**src/rtl/lrs_pkg.sv**
```systemverilog
// ----------------------------------------------------------------------------
// lrs_pkg: link reconnect supervisor shared definitions
// Types, register indexes, phase codes and reset values used across the block.
// ----------------------------------------------------------------------------
package lrs_pkg;

  localparam int unsigned CFG_REGS  = 5;
  localparam int unsigned CFG_AW    = $clog2(CFG_REGS);
  localparam int unsigned CFG_DW    = 32;
  localparam int unsigned IN_DW     = 48;
  localparam int unsigned IN_UW     = 1;
  localparam int unsigned OUT_DW    = 184;
  localparam int unsigned CNT_NUM   = 5;

  // configuration register indexes
  localparam logic [CFG_AW-1:0] REG_CONFIG_VALID    = 3'd0;
  localparam logic [CFG_AW-1:0] REG_CONNECT_TIMEOUT = 3'd1;
  localparam logic [CFG_AW-1:0] REG_REFRESH_IVL     = 3'd2;
  localparam logic [CFG_AW-1:0] REG_BACKOFF_MIN     = 3'd3;
  localparam logic [CFG_AW-1:0] REG_BACKOFF_MAX     = 3'd4;

  // configuration reset values
  localparam logic [31:0] RST_CONNECT_TIMEOUT = 32'd15000;
  localparam logic [31:0] RST_REFRESH_IVL     = 32'd5000;
  localparam logic [31:0] RST_BACKOFF_MIN     = 32'd1000;
  localparam logic [31:0] RST_BACKOFF_MAX     = 32'd60000;

  // phase codes as seen on the result beat
  localparam logic [1:0] PHASE_IDLE       = 2'd0;
  localparam logic [1:0] PHASE_CONNECTING = 2'd1;
  localparam logic [1:0] PHASE_CONNECTED  = 2'd2;
  localparam logic [1:0] PHASE_WAIT       = 2'd3;

  // input kind
  localparam logic OP_TICK  = 1'b0;
  localparam logic OP_START = 1'b1;

  // event counter slots
  localparam int unsigned CNT_ATTEMPT    = 0;
  localparam int unsigned CNT_SUCCESS    = 1;
  localparam int unsigned CNT_RECONNECT  = 2;
  localparam int unsigned CNT_DISCONNECT = 3;
  localparam int unsigned CNT_TIMEOUT    = 4;

  typedef struct packed {
    logic        config_valid;
    logic [31:0] conn_limit_ms;
    logic [31:0] refresh_interval_ms;
    logic [31:0] backoff_min_ms;
    logic [31:0] backoff_max_ms;
  } cfg_t;

  typedef struct packed {
    logic               op;
    logic [31:0]        now_ms;
    logic               link_up;
    logic signed [7:0]  rssi_sample;
  } item_t;

  typedef struct packed {
    logic [1:0]         phase;
    logic               start_connect;
    logic               drop_link;
    logic signed [7:0]  rssi_now;
    logic signed [7:0]  rssi_floor;
    logic               rssi_floor_valid;
    logic [31:0]        attempt_count;
    logic [31:0]        success_count;
    logic [31:0]        reconnect_count;
    logic [31:0]        disconnect_count;
    logic [31:0]        timeout_count;
  } result_t;

endpackage

```
**src/rtl/lrs_cfg.sv**
```systemverilog
// ----------------------------------------------------------------------------
// lrs_cfg: configuration register file
// Holds the five supervisor settings, written through a plain write port.
// ----------------------------------------------------------------------------
module lrs_cfg (
  input  logic                        clk,
  input  logic                        rst,
  input  logic                        cfg_we,
  input  logic [lrs_pkg::CFG_AW-1:0]  cfg_addr,
  input  logic [lrs_pkg::CFG_DW-1:0]  cfg_wdata,
  output lrs_pkg::cfg_t               cfg
);

  always_ff @(posedge clk) begin
    if (rst) begin
      cfg.config_valid        <= 1'b1;
      cfg.conn_limit_ms       <= lrs_pkg::RST_CONNECT_TIMEOUT;
      cfg.refresh_interval_ms <= lrs_pkg::RST_REFRESH_IVL;
      cfg.backoff_min_ms      <= lrs_pkg::RST_BACKOFF_MIN;
      cfg.backoff_max_ms      <= lrs_pkg::RST_BACKOFF_MAX;
    end else if (cfg_we) begin
      unique case (cfg_addr)
        lrs_pkg::REG_CONFIG_VALID:    cfg.config_valid        <= cfg_wdata[0];
        lrs_pkg::REG_CONNECT_TIMEOUT: cfg.conn_limit_ms       <= cfg_wdata;
        lrs_pkg::REG_REFRESH_IVL:     cfg.refresh_interval_ms <= cfg_wdata;
        lrs_pkg::REG_BACKOFF_MIN:     cfg.backoff_min_ms      <= cfg_wdata;
        lrs_pkg::REG_BACKOFF_MAX:     cfg.backoff_max_ms      <= cfg_wdata;
        default: ;
      endcase
    end
  end

endmodule

```
**src/rtl/lrs_core.sv**
```systemverilog
// ----------------------------------------------------------------------------
// lrs_core: supervisor state and single-pass update
// Holds phase, timers, backoff, RSSI and counters; updates them per beat.
// ----------------------------------------------------------------------------
module lrs_core (
  input  logic              clk,
  input  logic              rst,
  input  logic              advance,
  input  lrs_pkg::cfg_t     cfg,
  input  lrs_pkg::item_t    item,
  output lrs_pkg::result_t  res
);

  typedef enum logic [1:0] {
    ST_IDLE       = lrs_pkg::PHASE_IDLE,
    ST_CONNECTING = lrs_pkg::PHASE_CONNECTING,
    ST_CONNECTED  = lrs_pkg::PHASE_CONNECTED,
    ST_WAIT       = lrs_pkg::PHASE_WAIT
  } phase_t;

  phase_t             phase, phase_next;
  logic               armed, armed_next;
  logic [31:0]        attempt_start, attempt_start_next;
  logic [31:0]        refresh_start, refresh_start_next;
  logic [31:0]        retry_start, retry_start_next;
  logic [31:0]        retry_delay, retry_delay_next;
  logic [31:0]        backoff, backoff_next;
  logic signed [7:0]  rssi_hold, rssi_hold_next;
  logic signed [7:0]  rssi_low, rssi_low_next;
  logic               rssi_low_valid, rssi_low_valid_next;
  logic [31:0]        cnt [lrs_pkg::CNT_NUM];
  logic [31:0]        cnt_next [lrs_pkg::CNT_NUM];

  logic               start_pulse, drop_pulse;
  logic [31:0]        ref_start, ref_limit, elapsed;
  logic               expired;

  // Double the retry delay, saturating at the ceiling.
  function automatic logic [31:0] grow(input logic [31:0] cur, input logic [31:0] ceil);
    logic [31:0] dbl;
    dbl = {cur[30:0], 1'b0};
    if (cur >= (ceil >> 1)) begin
      return ceil;
    end else if (dbl > ceil) begin
      return ceil;
    end else begin
      return dbl;
    end
  endfunction

  // One elapsed-time compare, its operands picked by phase.
  always_comb begin
    case (phase)
      ST_CONNECTING: begin
        ref_start = attempt_start;
        ref_limit = cfg.conn_limit_ms;
      end
      ST_CONNECTED: begin
        ref_start = refresh_start;
        ref_limit = cfg.refresh_interval_ms;
      end
      default: begin
        ref_start = retry_start;
        ref_limit = retry_delay;
      end
    endcase
    elapsed = item.now_ms - ref_start;
    expired = elapsed >= ref_limit;
  end

  always_comb begin
    phase_next          = phase;
    armed_next          = armed;
    attempt_start_next  = attempt_start;
    refresh_start_next  = refresh_start;
    retry_start_next    = retry_start;
    retry_delay_next    = retry_delay;
    backoff_next        = backoff;
    rssi_hold_next      = rssi_hold;
    rssi_low_next       = rssi_low;
    rssi_low_valid_next = rssi_low_valid;
    cnt_next            = cnt;
    start_pulse         = 1'b0;
    drop_pulse          = 1'b0;

    if (item.op == lrs_pkg::OP_START) begin
      rssi_hold_next = '0;
      backoff_next   = cfg.backoff_min_ms;
      if (!cfg.config_valid) begin
        armed_next = 1'b0;
        phase_next = ST_IDLE;
      end else begin
        armed_next = 1'b1;
        cnt_next[lrs_pkg::CNT_ATTEMPT] = cnt[lrs_pkg::CNT_ATTEMPT] + 32'd1;
        phase_next         = ST_CONNECTING;
        attempt_start_next = item.now_ms;
        start_pulse        = 1'b1;
      end
    end else if (armed) begin
      if (item.link_up && phase != ST_CONNECTED) begin
        phase_next = ST_CONNECTED;
        cnt_next[lrs_pkg::CNT_SUCCESS] = cnt[lrs_pkg::CNT_SUCCESS] + 32'd1;
        if (cnt[lrs_pkg::CNT_SUCCESS] != '0) begin
          cnt_next[lrs_pkg::CNT_RECONNECT] = cnt[lrs_pkg::CNT_RECONNECT] + 32'd1;
        end
        backoff_next = cfg.backoff_min_ms;
        rssi_hold_next = item.rssi_sample;
        if (!rssi_low_valid || item.rssi_sample < rssi_low) begin
          rssi_low_next       = item.rssi_sample;
          rssi_low_valid_next = 1'b1;
        end
        refresh_start_next = item.now_ms;
      end else begin
        unique case (phase) inside
          ST_CONNECTING, ST_CONNECTED: begin
            if ((phase == ST_CONNECTING && expired) ||
                (phase == ST_CONNECTED && !item.link_up)) begin
              // drop: a timeout while connecting, a disconnect once up
              if (phase == ST_CONNECTED) begin
                cnt_next[lrs_pkg::CNT_DISCONNECT] = cnt[lrs_pkg::CNT_DISCONNECT] + 32'd1;
              end else begin
                cnt_next[lrs_pkg::CNT_TIMEOUT] = cnt[lrs_pkg::CNT_TIMEOUT] + 32'd1;
              end
              rssi_hold_next   = '0;
              drop_pulse       = 1'b1;
              phase_next       = ST_WAIT;
              retry_start_next = item.now_ms;
              retry_delay_next = backoff;
              backoff_next     = grow(backoff, cfg.backoff_max_ms);
            end else if (phase == ST_CONNECTED && expired) begin
              rssi_hold_next = item.rssi_sample;
              if (!rssi_low_valid || item.rssi_sample < rssi_low) begin
                rssi_low_next       = item.rssi_sample;
                rssi_low_valid_next = 1'b1;
              end
              refresh_start_next = item.now_ms;
            end
          end
          ST_WAIT: begin
            if (expired) begin
              cnt_next[lrs_pkg::CNT_ATTEMPT] = cnt[lrs_pkg::CNT_ATTEMPT] + 32'd1;
              phase_next         = ST_CONNECTING;
              attempt_start_next = item.now_ms;
              start_pulse        = 1'b1;
            end
          end
          default: ;
        endcase
      end
    end
  end

  always_ff @(posedge clk) begin
    if (rst) begin
      phase          <= ST_IDLE;
      armed          <= 1'b0;
      attempt_start  <= '0;
      refresh_start  <= '0;
      retry_start    <= '0;
      retry_delay    <= '0;
      backoff        <= lrs_pkg::RST_BACKOFF_MIN;
      rssi_hold      <= '0;
      rssi_low       <= '0;
      rssi_low_valid <= 1'b0;
      for (int i = 0; i < lrs_pkg::CNT_NUM; i++) begin
        cnt[i] <= '0;
      end
    end else if (advance) begin
      phase          <= phase_next;
      armed          <= armed_next;
      attempt_start  <= attempt_start_next;
      refresh_start  <= refresh_start_next;
      retry_start    <= retry_start_next;
      retry_delay    <= retry_delay_next;
      backoff        <= backoff_next;
      rssi_hold      <= rssi_hold_next;
      rssi_low       <= rssi_low_next;
      rssi_low_valid <= rssi_low_valid_next;
      cnt            <= cnt_next;
    end
  end

  assign res.phase            = phase_next;
  assign res.start_connect    = start_pulse;
  assign res.drop_link        = drop_pulse;
  assign res.rssi_now         = rssi_hold_next;
  assign res.rssi_floor       = rssi_low_valid_next ? rssi_low_next : 8'sd0;
  assign res.rssi_floor_valid = rssi_low_valid_next;
  assign res.attempt_count    = cnt_next[lrs_pkg::CNT_ATTEMPT];
  assign res.success_count    = cnt_next[lrs_pkg::CNT_SUCCESS];
  assign res.reconnect_count  = cnt_next[lrs_pkg::CNT_RECONNECT];
  assign res.disconnect_count = cnt_next[lrs_pkg::CNT_DISCONNECT];
  assign res.timeout_count    = cnt_next[lrs_pkg::CNT_TIMEOUT];

endmodule

```
**src/rtl/link_reconnect_supervisor.sv**
```systemverilog
// ----------------------------------------------------------------------------
// link_reconnect_supervisor: radio link connect/retry supervisor
// Stream-in commands and ticks, stream-out phase, pulses, RSSI and counters.
// ----------------------------------------------------------------------------
// Every input beat (a start command or a timestamped tick) yields exactly one
// result beat. The block takes one beat per clock while the result side does
// not stall. Each beat is held in the input register, then takes a single
// combinational pass (one elapsed-time subtract and compare, the phase update,
// one increment per counter) into the result register. The state update in
// lrs_core is that one pass, so back-to-back beats run at full rate. Backpressure
// on the result side stalls the chain; the input register still takes one more
// beat while a finished result waits. Configuration is written through the
// cfg_we/cfg_addr/cfg_wdata port and must only change while no beat is in
// flight.
module link_reconnect_supervisor (
  input  logic                         clk,
  input  logic                         rst,
  // configuration write port
  input  logic                         cfg_we,
  input  logic [lrs_pkg::CFG_AW-1:0]   cfg_addr,
  input  logic [lrs_pkg::CFG_DW-1:0]   cfg_wdata,
  // input stream
  input  logic                         s_tvalid,
  output logic                         s_tready,
  // [31:0] now_ms, [32] link_up, [40:33] rssi_sample, [47:41] zero
  input  logic [lrs_pkg::IN_DW-1:0]    s_tdata,
  // [0] op
  input  logic [lrs_pkg::IN_UW-1:0]    s_tuser,
  // result stream
  output logic                         m_tvalid,
  input  logic                         m_tready,
  // [1:0] phase, [2] start_connect, [3] drop_link, [11:4] rssi_now,
  // [19:12] rssi_floor, [20] rssi_floor_valid, [52:21] attempt_count,
  // [84:53] success_count, [116:85] reconnect_count,
  // [148:117] disconnect_count, [180:149] timeout_count, [183:181] zero
  output logic [lrs_pkg::OUT_DW-1:0]   m_tdata
);

  lrs_pkg::cfg_t     cfg;
  lrs_pkg::item_t    in_item;
  lrs_pkg::result_t  res, out_res;
  logic              in_valid;
  logic              out_valid;
  logic              advance;

  lrs_cfg u_cfg (
    .clk       (clk),
    .rst       (rst),
    .cfg_we    (cfg_we),
    .cfg_addr  (cfg_addr),
    .cfg_wdata (cfg_wdata),
    .cfg       (cfg)
  );

  // move the held beat into the result register when that slot frees up;
  // hold tready low through reset so no beat is taken and then dropped
  assign advance  = in_valid && (!out_valid || m_tready);
  assign s_tready = !rst && (!in_valid || advance);

  // input register: hold one beat
  always_ff @(posedge clk) begin
    if (rst) begin
      in_valid <= 1'b0;
    end else if (s_tready) begin
      in_valid <= s_tvalid;
    end
  end

  always_ff @(posedge clk) begin
    if (s_tvalid && s_tready) begin
      in_item.op          <= s_tuser[0];
      in_item.now_ms      <= s_tdata[31:0];
      in_item.link_up     <= s_tdata[32];
      in_item.rssi_sample <= s_tdata[40:33];
    end
  end

  lrs_core u_core (
    .clk     (clk),
    .rst     (rst),
    .advance (advance),
    .cfg     (cfg),
    .item    (in_item),
    .res     (res)
  );

  // result register: drop the valid once the beat is taken
  always_ff @(posedge clk) begin
    if (rst) begin
      out_valid <= 1'b0;
    end else if (advance) begin
      out_valid <= 1'b1;
    end else if (m_tready) begin
      out_valid <= 1'b0;
    end
  end

  always_ff @(posedge clk) begin
    if (advance) begin
      out_res <= res;
    end
  end

  assign m_tvalid = out_valid;
  assign m_tdata  = {3'b000,
                     out_res.timeout_count,
                     out_res.disconnect_count,
                     out_res.reconnect_count,
                     out_res.success_count,
                     out_res.attempt_count,
                     out_res.rssi_floor_valid,
                     out_res.rssi_floor,
                     out_res.rssi_now,
                     out_res.drop_link,
                     out_res.start_connect,
                     out_res.phase};

  // a beat never both starts and drops the link
  assert property (@(posedge clk) disable iff (rst)
    out_valid |-> !(out_res.start_connect && out_res.drop_link))
    else $error("start and drop pulses on the same beat");

  // a drop always leaves the block waiting to retry
  assert property (@(posedge clk) disable iff (rst)
    (out_valid && out_res.drop_link) |-> (out_res.phase == lrs_pkg::PHASE_WAIT))
    else $error("drop pulse without wait phase");

  // a start pulse always leaves the block connecting
  assert property (@(posedge clk) disable iff (rst)
    (out_valid && out_res.start_connect) |-> (out_res.phase == lrs_pkg::PHASE_CONNECTING))
    else $error("start pulse without connecting phase");

  // idle carries no RSSI and no pulses
  assert property (@(posedge clk) disable iff (rst)
    (out_valid && out_res.phase == lrs_pkg::PHASE_IDLE) |->
      (out_res.rssi_now == 8'sd0 && !out_res.start_connect && !out_res.drop_link))
    else $error("idle beat with RSSI or pulse");

endmodule

```
**config.mk**
```make
export PLATFORM = sky130hd
export DESIGN_NAME = link_reconnect_supervisor
export DESIGN_NICKNAME = d
export VERILOG_FILES = /design/src/rtl/lrs_pkg.sv /design/src/rtl/lrs_cfg.sv /design/src/rtl/lrs_core.sv /design/src/rtl/link_reconnect_supervisor.sv
export SDC_FILE = /design/constraint.sdc
export NUM_CORES = 2
export LEC_CHECK = 0
export ABC_AREA = 0
export BUFFER_PORTS_ARGS = -buffer_cell sky130_fd_sc_hd__clkbuf_2
export CAP_MARGIN = 20
export CORE_MARGIN = 1
export CORE_UTILIZATION = 60
export DETAILED_ROUTE_END_ITERATION = 7
export PLACE_DENSITY_LB_ADDON = 0.1
export SYNTH_ARGS = -nofsm -noshare
export SYNTH_HDL_FRONTEND = slang
export SYNTH_HIERARCHICAL = 1
export SYNTH_SLANG_ARGS = --single-unit
export TNS_END_PERCENT = 50
```
**constraint.sdc**
```tcl
create_clock -name clk -period 20.1 [get_ports clk]
set_clock_uncertainty 0.05 [all_clocks]
set_input_delay 4.02 -clock clk [delete_from_list [all_inputs] [get_ports clk]]
set_output_delay 4.02 -clock clk [all_outputs]
set_load 0.1 [all_outputs]
```
=== After elaboration in Yosys (flattened, before gate mapping) ===
Cells that the tools add are included.

* Bits in registers: 694
* Input bits: 89
* Output and inout port bits: 186
* Logic and storage cells: 169

* Add/sub/neg operators: 6
* Order comparisons: 4
* Equal/unequal tests: 11
* Multiplexer cells: 69
* Bitwise operators: 4
* Reduce and logical (&&, ||, !) cells: 38

{| class="wikitable"
|+ Operators by type and width
! kind !! count
|-
| $mux 32 || 25
|-
| $mux 64 || 4
|-
| $add 32x1->32 const B || 5
|-
| $mux 160 || 1
|-
| $mux 128 || 1
|-
| $pmux 32 s2 || 2
|-
| $mux 8 || 13
|-
| $ge 32x31->1 || 1
|-
| $ge 32x32->1 || 1
|-
| $gt 32x32->1 || 1
|-
| $reduce_bool 32->1 || 1
|-
| $sub 32x32->32 || 1
|-
| $reduce_and 6->1 || 3
|-
| $mux 1 || 17
|-
| $reduce_and 2->1 || 6
|-
| $reduce_bool 2->1 || 6
|-
| $mux 2 || 5
|-
| $lt 8x8->1 || 1
|-
| $logic_and 1x1->1 || 7
|-
| $eq 3x2->1 const B || 2
|-
| $reduce_bool 3->1 || 2
|-
| $logic_not 1->1 || 5
|-
| $eq 2x2->1 const B || 2
|-
| $logic_or 1x1->1 || 4
|-
| other kinds (11) || 16
|}

=== Depth between registers and ports, before layout ===
* Depth after elaboration: 11
* Mapped depth: 30

=== Cells and area by module ===
Netlist, hierarchy kept.

{| class="wikitable"
|+ Modules (own cells, without submodules)
! module !! times used !! cells an instance !! area each (µm²) !! sequential area each (µm²)
|-
| lrs_core || 1 || 2,908 || 22,127.5 || 6,806.5
|-
| link_reconnect_supervisor || 1 || 238 || 6,816.5 || 6,736.5
|-
| lrs_cfg || 1 || 475 || 5,201.2 || 2,582.5
|}

=== Worst setup path after synthesis ===
No wires, ideal clock.

* Path type: input to register
* From: input port m_tready
* To: register u_core.backoff[11]
* Library setup time: 0.059 ns
* Data arrival time: 13.492 ns
* Data required time: 19.991 ns
* Path slack: 6.499 ns
* Stages on the path: 10
* Buffers on the path: 2
* Cells stage by stage: nor2b_1 > nor2_1 > clkbuf_1 > o21ai_1 > nor2_1 > nand3_1 > a21oi_4 > nor3b_2 > buf_2 > a221o_1

* Longest elaborated chain between the ends: 3

{| class="wikitable"
|+ RTL lines
! item !! RTL line !! RTL
|-
| start: declaration || link_reconnect_supervisor.sv:31 || <nowiki>input logic m_tready,</nowiki>
|-
| $logic_or 1x1->1 || link_reconnect_supervisor.sv:57 || <nowiki>assign advance = in_valid && (!out_valid || m_tready);</nowiki>
|-
| $logic_and 1x1->1 || link_reconnect_supervisor.sv:57 ||
|-
| net advance || link_reconnect_supervisor.sv:44 || <nowiki>logic advance;</nowiki>
|-
| $reduce_and 4->1 (no source line) || -- ||
|-
| end signal: assignment || lrs_core.sv:161 || <nowiki>backoff <= lrs_pkg::RST_BACKOFF_MIN;</nowiki>
|-
| end signal: assignment || lrs_core.sv:175 || <nowiki>backoff <= backoff_next;</nowiki>
|-
| end: declaration || lrs_core.sv:27 || <nowiki>logic [31:0] backoff, backoff_next;</nowiki>
|}

The timed path passes the listed nets, and every way through them passes these cells.
A chain may end at the register's enable or synchronous reset.

=== Worst setup path after layout ===
* From: input port m_tready
* To: output port s_tready

* Longest elaborated chain between the ends: 4

{| class="wikitable"
|+ RTL lines
! item !! RTL line !! RTL
|-
| $logic_or 1x1->1 || link_reconnect_supervisor.sv:57 ||
|-
| $logic_and 1x1->1 || link_reconnect_supervisor.sv:57 ||
|-
| $logic_or 1x1->1 || link_reconnect_supervisor.sv:58 || <nowiki>assign s_tready = !rst && (!in_valid || advance);</nowiki>
|-
| $logic_and 1x1->1 || link_reconnect_supervisor.sv:58 ||
|-
| end: declaration || link_reconnect_supervisor.sv:24 || <nowiki>output logic s_tready,</nowiki>
|}

Every way passes these cells.

==> metrics.txt <==
status complete, no violations; post-place setup slack 11.03 ns; Lkg Pwr 14.7 nW; # clock sinks 694; Synth Warn # 6; Fin. Hold Viols 0; Worst-Skew Late Latency 0.63 ns; hpwl dp 56.4 mm; post-route ant nets 0; Starting Density 60.7%; die area 0.0579 mm2; Iter 0 DRT Violations 1784; area taken by multi-input logic gates 0.0168 mm2; CP Capture Type primary output; post-route cell area 0.0383 mm2; Critical Path RT 16.03 ns; Worst-path clk slew 0.06 ns; routed len/inst 18.5 um; setup TNS 0 ns; Die W 241 um; CTS tree yes; Register Area 0.0161 mm2; fin. max-slew vios 0; largest net degree at the start of global routing 115; die height 241 um; Critical Path Start Type input pin; first-pass detailed-route iteration total 5; Area Growth Syn to Fin 12.1%; Post-Route WL 84.6 mm; post-CTS setup buffer count 0; worst endpoint data arrival time 4.99 ns; worst hold margin 0.399 ns; CP max FO 3; # IOs 275; most crowded layer after global routing met2; CTS buffer count 74; core area 0.0563 mm2; Hold WC Path Type flop to flop; clk root buf clkbuf_16; post-synthesis register bit count 694; via count 26800; Vias per Instance 5.85; dpl cell area 0.0357 mm2; Power Dens Cells 84.7 mW/mm2; EDFF count, synth 223; Max Fclk 110 MHz; GP Congestion 0.931; vias in the first global route 25600; global route overflow 0; post-CTS resize count 0; H-tree depth 3; Main synth FF type dfxtp_1; Peak VDD IR 58.0 uV; # hold bufs at CTS 0; Buffers on Ports 264; Post-Syn Area 0.0341 mm2; initial antenna violation count 3; Max Cap Viol 0; CTS Buffer Depth 3; count of cell types in the netlist 97; Synth async-reset ratio 0%; syn avg cell area 9.43 um2; minimum clock period 9.06 ns; Setup Crit Path Kind input pin to primary output; nets 3967; commonest non-fill, non-tap cells in the layout 471 x dfxtp_1, 470 x nand2_1, 302 x nor2_1, 263 x clkbuf_2, 223 x edfxtp_1; share of layout cells above drive strength 1 12.2%; GRT Overall Usage 28.6%; met3 Use GR 4.38%; slew at the pin closest to its max-slew limit 1.17 ns; Layout fillers 4408; Cells after Synth 3621; sequential share of the synthesized area 47.2%; unrepaired setup endpoints after global routing no; Final WS setup 11.04 ns; Slew headroom 21.7%; Cell Rows 87; post-route clock period utilization 45.1%; first-pass GRT wire length 133 mm; grt met1 use 35.7%; final setup violation count 0; met2 usage 49.2%; most common cell after layout, fill and taps aside dfxtp_1; DRC Markers 0
==> worst max-delay path: stages <==
cell and delay, ns:
clkbuf_2 0.09, nor2b_1 0.36, a21oi_1 0.13, clkbuf_2 0.39
==> kinds of logic (layout without fill, tap and decap cells) <==
group	count (synthesis)	count (layout)	share of synthesized area, %
other	1	6	0.0110
xor gates and xnor gates	309	309	7.93
adders and majority gates	114	114	4.20
buffers and inverters	312	513	4.03
DFF	694	694	47.2
AOI/OAI and AO/OA	587	587	11.3
muxes	180	180	5.29
and+or+nand+nor	1424	1424	20.1
==> Yosys cell counts, types with 78 or more instances <==
cell type | number | area share (%)
o21ai_0 | 118 | 1.7
xor2_1 | 147 | 3.8
edfxtp_1 | 223 | 20
xnor2_1 | 162 | 4.2
nand3_1 | 138 | 2.0
ha_1 | 113 | 4.1
mux2i_1 | 176 | 5.2
dfxtp_1 | 471 | 28
inv_1 | 78 | 0.86
nor3_1 | 100 | 1.5
a21oi_1 | 213 | 3.1
nor2_1 | 303 | 3.3
clkbuf_1 | 136 | 1.5
nand2b_1 | 174 | 3.2
nand2_1 | 470 | 5.2
==> power by group <==
group	switching (mW)	total [mW]	internal [mW]
clock	0.571	1.42	0.847
sequential	0.0157	1.49	1.47
combinational	0.247	0.341	0.0934
total	0.834	3.24	2.41
==> metrics by stage <==
stage | utilization [%] | power, mW | std cells
5_1_grt | 68.0 | 3.35 | 4583
3_5_place_dp | 63.4 | 1.85 | 4441
4_1_cts | 68.0 | 3.27 | 4577
2_1_floorplan | - | 1.77 | 3623
6_report | 68.0 | 3.24 | 4583
3_3_place_gp | 63.4 | 1.84 | 4440
==> final timing paths <==
check,startpoint,to,slack (ns),cells past startpoint
worst max-delay path,m_tready,s_tready,11.04,4
worst min-delay path,u_core/retry_delay[22],u_core/retry_delay[22],0.40,2
worst max register to register,u_core/phase[0],m_tdata[35],11.36,24
worst min register to register,u_core/retry_delay[22],u_core/retry_delay[22],0.40,2
==> area by class of cell <==
class	instances	share of cell area, %
inverters	79	0.774
multi-input cells	2617	43.8
diodes	3	0.0196
clock inverters	37	1.20
well taps	756	2.47
flip-flops and latches	694	42.1
repair buffers	298	4.25
clock buffers	99	5.42
==> layer usage <==
layer / share of wire, % / vias up
met2: 49 / 860
met5: 0 / -
met4: 3.2 / 0
met1: 42 / 12900
met3: 5.7 / 157
li1: - / 12900
==> registers in the layout (all words and copies together), names as in the netlist <==
signal	count
m_tdata	181
u_core/cnt	160
u_cfg/cfg	129
in_item	42
u_core/attempt_start	32
u_core/backoff	32
u_core/refresh_start	32
u_core/retry_delay	32
u_core/retry_start	32
u_core/rssi_hold	8
u_core/rssi_low	8
u_core/phase	2
in_valid	1
m_tvalid	1
u_core/armed	1
u_core/rssi_low_valid	1
Power figures use the tool's default switching activity.
